--- config.mk ---
export PLATFORM = sky130hd
export DESIGN_NAME = ssd_ram
export DESIGN_NICKNAME = d
export VERILOG_FILES = /design/src/rtl/ssd_ram.sv
export SDC_FILE = /design/constraint.sdc
export NUM_CORES = 1
export LEC_CHECK = 0
export BUFFER_PORTS_ARGS = -buffer_cell sky130_fd_sc_hd__buf_2
export CAP_MARGIN = 20
export CORE_MARGIN = 8
export CORE_UTILIZATION = 55
export CTS_BUF_LIST = sky130_fd_sc_hd__clkbuf_8
export CTS_CLUSTER_SIZE = 16
export DETAILED_ROUTE_END_ITERATION = 10
export PLACE_DENSITY = 0.75
export SETUP_SLACK_MARGIN = 0.2
export SLEW_MARGIN = 10
export SYNTH_ARGS = -nofsm -noshare
export SYNTH_HDL_FRONTEND = slang
export SYNTH_SLANG_ARGS = --single-unit
--- constraint.sdc ---
create_clock -name clk_i -period 3.45 [get_ports clk_i]
set_input_delay 0.1725 -clock clk_i [delete_from_list [all_inputs] [get_ports clk_i]]
set_output_delay 0.1725 -clock clk_i [all_outputs]
set_load 0.05 [all_outputs]
--- src/rtl/ssd_ram.sv ---
// ----------------------------------------------------------------------------
// ssd_ram
// Generic simple dual-port RAM with one write port and one registered read
// port.
// ----------------------------------------------------------------------------
module ssd_ram #(
  parameter int unsigned Width = 8,
  parameter int unsigned Depth = 8,
  localparam int unsigned AddrW = (Depth > 1) ? $clog2(Depth) : 1
) (
  input  logic             clk_i,
  input  logic             we_i,
  input  logic [AddrW-1:0] waddr_i,
  input  logic [Width-1:0] wdata_i,
  input  logic             re_i,
  input  logic [AddrW-1:0] raddr_i,
  output logic [Width-1:0] rdata_o
);

  logic [Width-1:0] mem_q [Depth];
  logic [Width-1:0] rdata_q;

  always_ff @(posedge clk_i) begin
    if (we_i) begin
      mem_q[waddr_i] <= wdata_i;
    end
    if (re_i) begin
      rdata_q <= mem_q[raddr_i];
    end
  end

  assign rdata_o = rdata_q;

endmodule

==> run_results.csv <==
group,metric,value,unit
power_and_ir_drop,p_int,1.28,mW
clock_network,clock_latency,0.33,ns
run_status,status,"finished clean",
synthesis,synth_nets,131,
sta,fin_skew,0.00514,ns
power_and_ir_drop,ir_worst_vdd,0.000400,V
synthesis,synthCells,114,
die,die_x,87.0,um
run,drv_cap,0,
routing,wl_per_cell,19.6,um
clock_network,cts_root_buffer,"clkbuf_8",
clock_network,cts_tree,"built",
sta,timing.hold.ws,0.119,ns
die,coreArea,4980,um2
layout,multi_input_area,566,um2
layout,nNetsFinal,163,
global_route,grt_pass1_vias,1267,
worst_setup_path,critPathMaxFanout,1,
layout,num-fill-cells,333,
synthesis,synth_largest_area_cell,"edfxtp_1",
synthesis,yosysSeqAreaShare,78.0,%
sta,fmax,717,MHz
clock_network,cts.sink_count,72,
layout,drive_gt1_share,30.4,%
synthesis,synthTopCellsByCount,"edfxtp_1 (72), mux4_1 (15), mux2_2 (8), nor2_1 (6), nand2b_1 (3)",
worst_hold_path,hold_path_end,"mem_q[0][3]",
routing,routed_via_density,5.42,
placement,postPlaceCellArea,2950,um2
synthesis,synth_ff_type,"edfxtp_1",
die,dieArea,7570,um2
synthesis,async_flop_share,0,%
power_and_ir_drop,leakagePower,1.06,nW
worst_setup_path,worst_r2r_startpoint,"mem_q[1][3]",
routing,detail_route.first_pass.iterations,4,
synthesis,avgSynthCellArea,24.3,um2
synthesis,netlist_area,2770,um2
sta,setup_viol,0,
routing,drt-initial-drc-count,139,
sta,min_period,1.39,ns
routing,drt_drc_violations_left,0,
synthesis,yosysWarnings,0,
clock_network,hold_buffers,0,
die,num_io_pins,25,
power_and_ir_drop,p_clk_share,30.6,%
layout,final-seq-area,2160,um2
die,num_rows,26,
routing,drt-total-wl,4.27,mm
worst_setup_path,critPathLaunchType,"flop",
sta,hold_violations,0,
global_route,gr-total-overflow,0,
power_and_ir_drop,powerDensity,522,nW/um2
clock_network,postCtsSetupBuffers,0,
sta,slew-limit-headroom,41.3,%
synthesis,ys_types,13,
power_and_ir_drop,p_seq_share,62.4,%
clock_network,clockBufferDepth,2,
synthesis,synth.most_common_cell,"edfxtp_1",
sta,setup_slack,2.06,ns
global_route,gr-usage-all-layers,12.8,%
worst_setup_path,rr_worst_depth,2,
global_route,antenna_found_initial,0,
routing,vias,1181,
placement,pre_cts_ws,1.74,ns
worst_setup_path,arrival,1.48,ns
synthesis,synth-seq-cells,72,
placement,routabilityCongestion,0.667,
layout,syn_to_final_growth,11.5,%
clock_network,cts.htree.levels,3,
sta,timing.final.crit_share,40.4,%
sta,fin_setup_tns,0,ns
worst_setup_path,crit_path_end_kind,"flop",
worst_hold_path,hp-class,"input port to flop",
sta,rsz0062_at_grt,"false",
power_and_ir_drop,switchingPower,330,uW
global_route,grt_start_max_net_pins,17,
global_route,grt_pass1_wl,6.62,mm
synthesis,netlist.area_leader.share,78.0,%
power_and_ir_drop,switching_share,20.5,%
layout,design_area,3090,um2
clock_network,cts_resized,0,
worst_setup_path,crit_type,"flop to flop",
die,die_y,87.0,um
placement,hpwl,2.76,mm
worst_setup_path,r2r_end,"rdata_o[3]",
sta,tightest_slew,0.877,ns
layout,num_antenna_cells,0,
clock_network,path_clk_slew,0.06,ns
synthesis,synth_edf_count,72,
routing,final_antenna_net_count,0,
worst_setup_path,crit_required,3.53,ns
die,start_util,55.7,%
power_and_ir_drop,combinationalPowerShare,7.0,%
worst_hold_path,min-delay-start,"wdata_i[3]",
worst_setup_path,r2r_setup_slack,2.06,ns
clock_network,cts_buffers,9,
synthesis,synthTopCellsByArea,"edfxtp_1 (78%), mux4_1 (14%), mux2_2 (3.3%), mux4_2 (0.81%), nor2_1 (0.81%)",
worst_hold_path,hold_path_depth,1,
sta,maxSlewViolCount,0,
placement,port_buffers,24,
==> area by class of cell <==
class / instances / area share (%)
Clock inverter: 4 / 0.526
Clock buffer: 9 / 4.01
Tap cell: 70 / 2.83
Sequential cell: 72 / 70.0
Timing Repair Buffer: 26 / 4.37
Multi-Input combinational cell: 37 / 18.3
==> routing by layer <==
layer,part of all wire [%],routed length (um),track usage (%),vias to the layer above
met5,0,0,0,-
met4,1.1,46,8.92,0
met3,4.3,182,3.49,6
met2,57,2420,22.2,34
met1,38,1620,13.2,592
li1,-,-,-,549
==> stage by stage <==
stage / utilization [%] / cells / power [mW]
after global routing: 62.1 / 218 / 1.67
final: 62.1 / 218 / 1.61
after floorplan: - / 114 / 1.10
after detailed placement: 59.3 / 205 / 1.14
after CTS: 62.1 / 218 / 1.63
after global placement: 59.3 / 205 / 1.13
==> critical path: stages, from the launching register on <==
cell      delay (ns)
edfxtp_1        0.37
mux4_1          0.51
mux2_2          0.27
==> flip-flops by register name, summed over array words and instances (netlist names) <==
name and count:
rdata_o 8, mem_q 64
==> kinds of logic (layout without fill, tap and decap cells) <==
logic type    Yosys count  after routing  synth area share (%)
simple gates           13             13                  2.12
flops                  72             72                  78.0
mux                    24             24                  18.3
buf+inv                 5             39                  1.58
==> power groups by stage <==
stage / clock [mW] / sequential, mW / combinational [mW]
2_1_floorplan: 0 / 1.05 / 0.0528
3_5_place_dp: 0 / 1.02 / 0.115
5_1_grt: 0.542 / 1.01 / 0.123
6_report: 0.493 / 1.01 / 0.114
4_1_cts: 0.509 / 1.01 / 0.115
3_3_place_gp: 0 / 1.02 / 0.111
==> layout by cell type, fill, tap and decap left out <==
| cell | synthesis | layout |
|---|---|---|
| buf_2 | 1 | 24 |
| mux2_2 | 8 | 8 |
| mux4_1 | 15 | 15 |
| buf_4 | 0 | 2 |
| nand2b_1 | 3 | 3 |
| nand2_1 | 2 | 2 |
| inv_1 | 0 | 1 |
| edfxtp_1 | 72 | 72 |
| clkinv_2 | 0 | 1 |
| nor2_1 | 6 | 6 |
| mux4_2 | 1 | 1 |
| clkinv_1 | 0 | 2 |
| nor3_1 | 2 | 2 |
| clkbuf_8 | 0 | 9 |
==> worst max-delay path by stage <==
stage | start | end | cells past startpoint
floorplan | raddr_i[0] | rdata_o[1] | 4
global placement | raddr_i[0] | rdata_o[7] | 3
CTS | mem_q[4][3] | rdata_o[3] | 2
global route | mem_q[1][3] | rdata_o[3] | 2
detailed placement | raddr_i[0] | rdata_o[2] | 3
finish | mem_q[1][3] | rdata_o[3] | 2
Power figures use the tool's default switching activity.
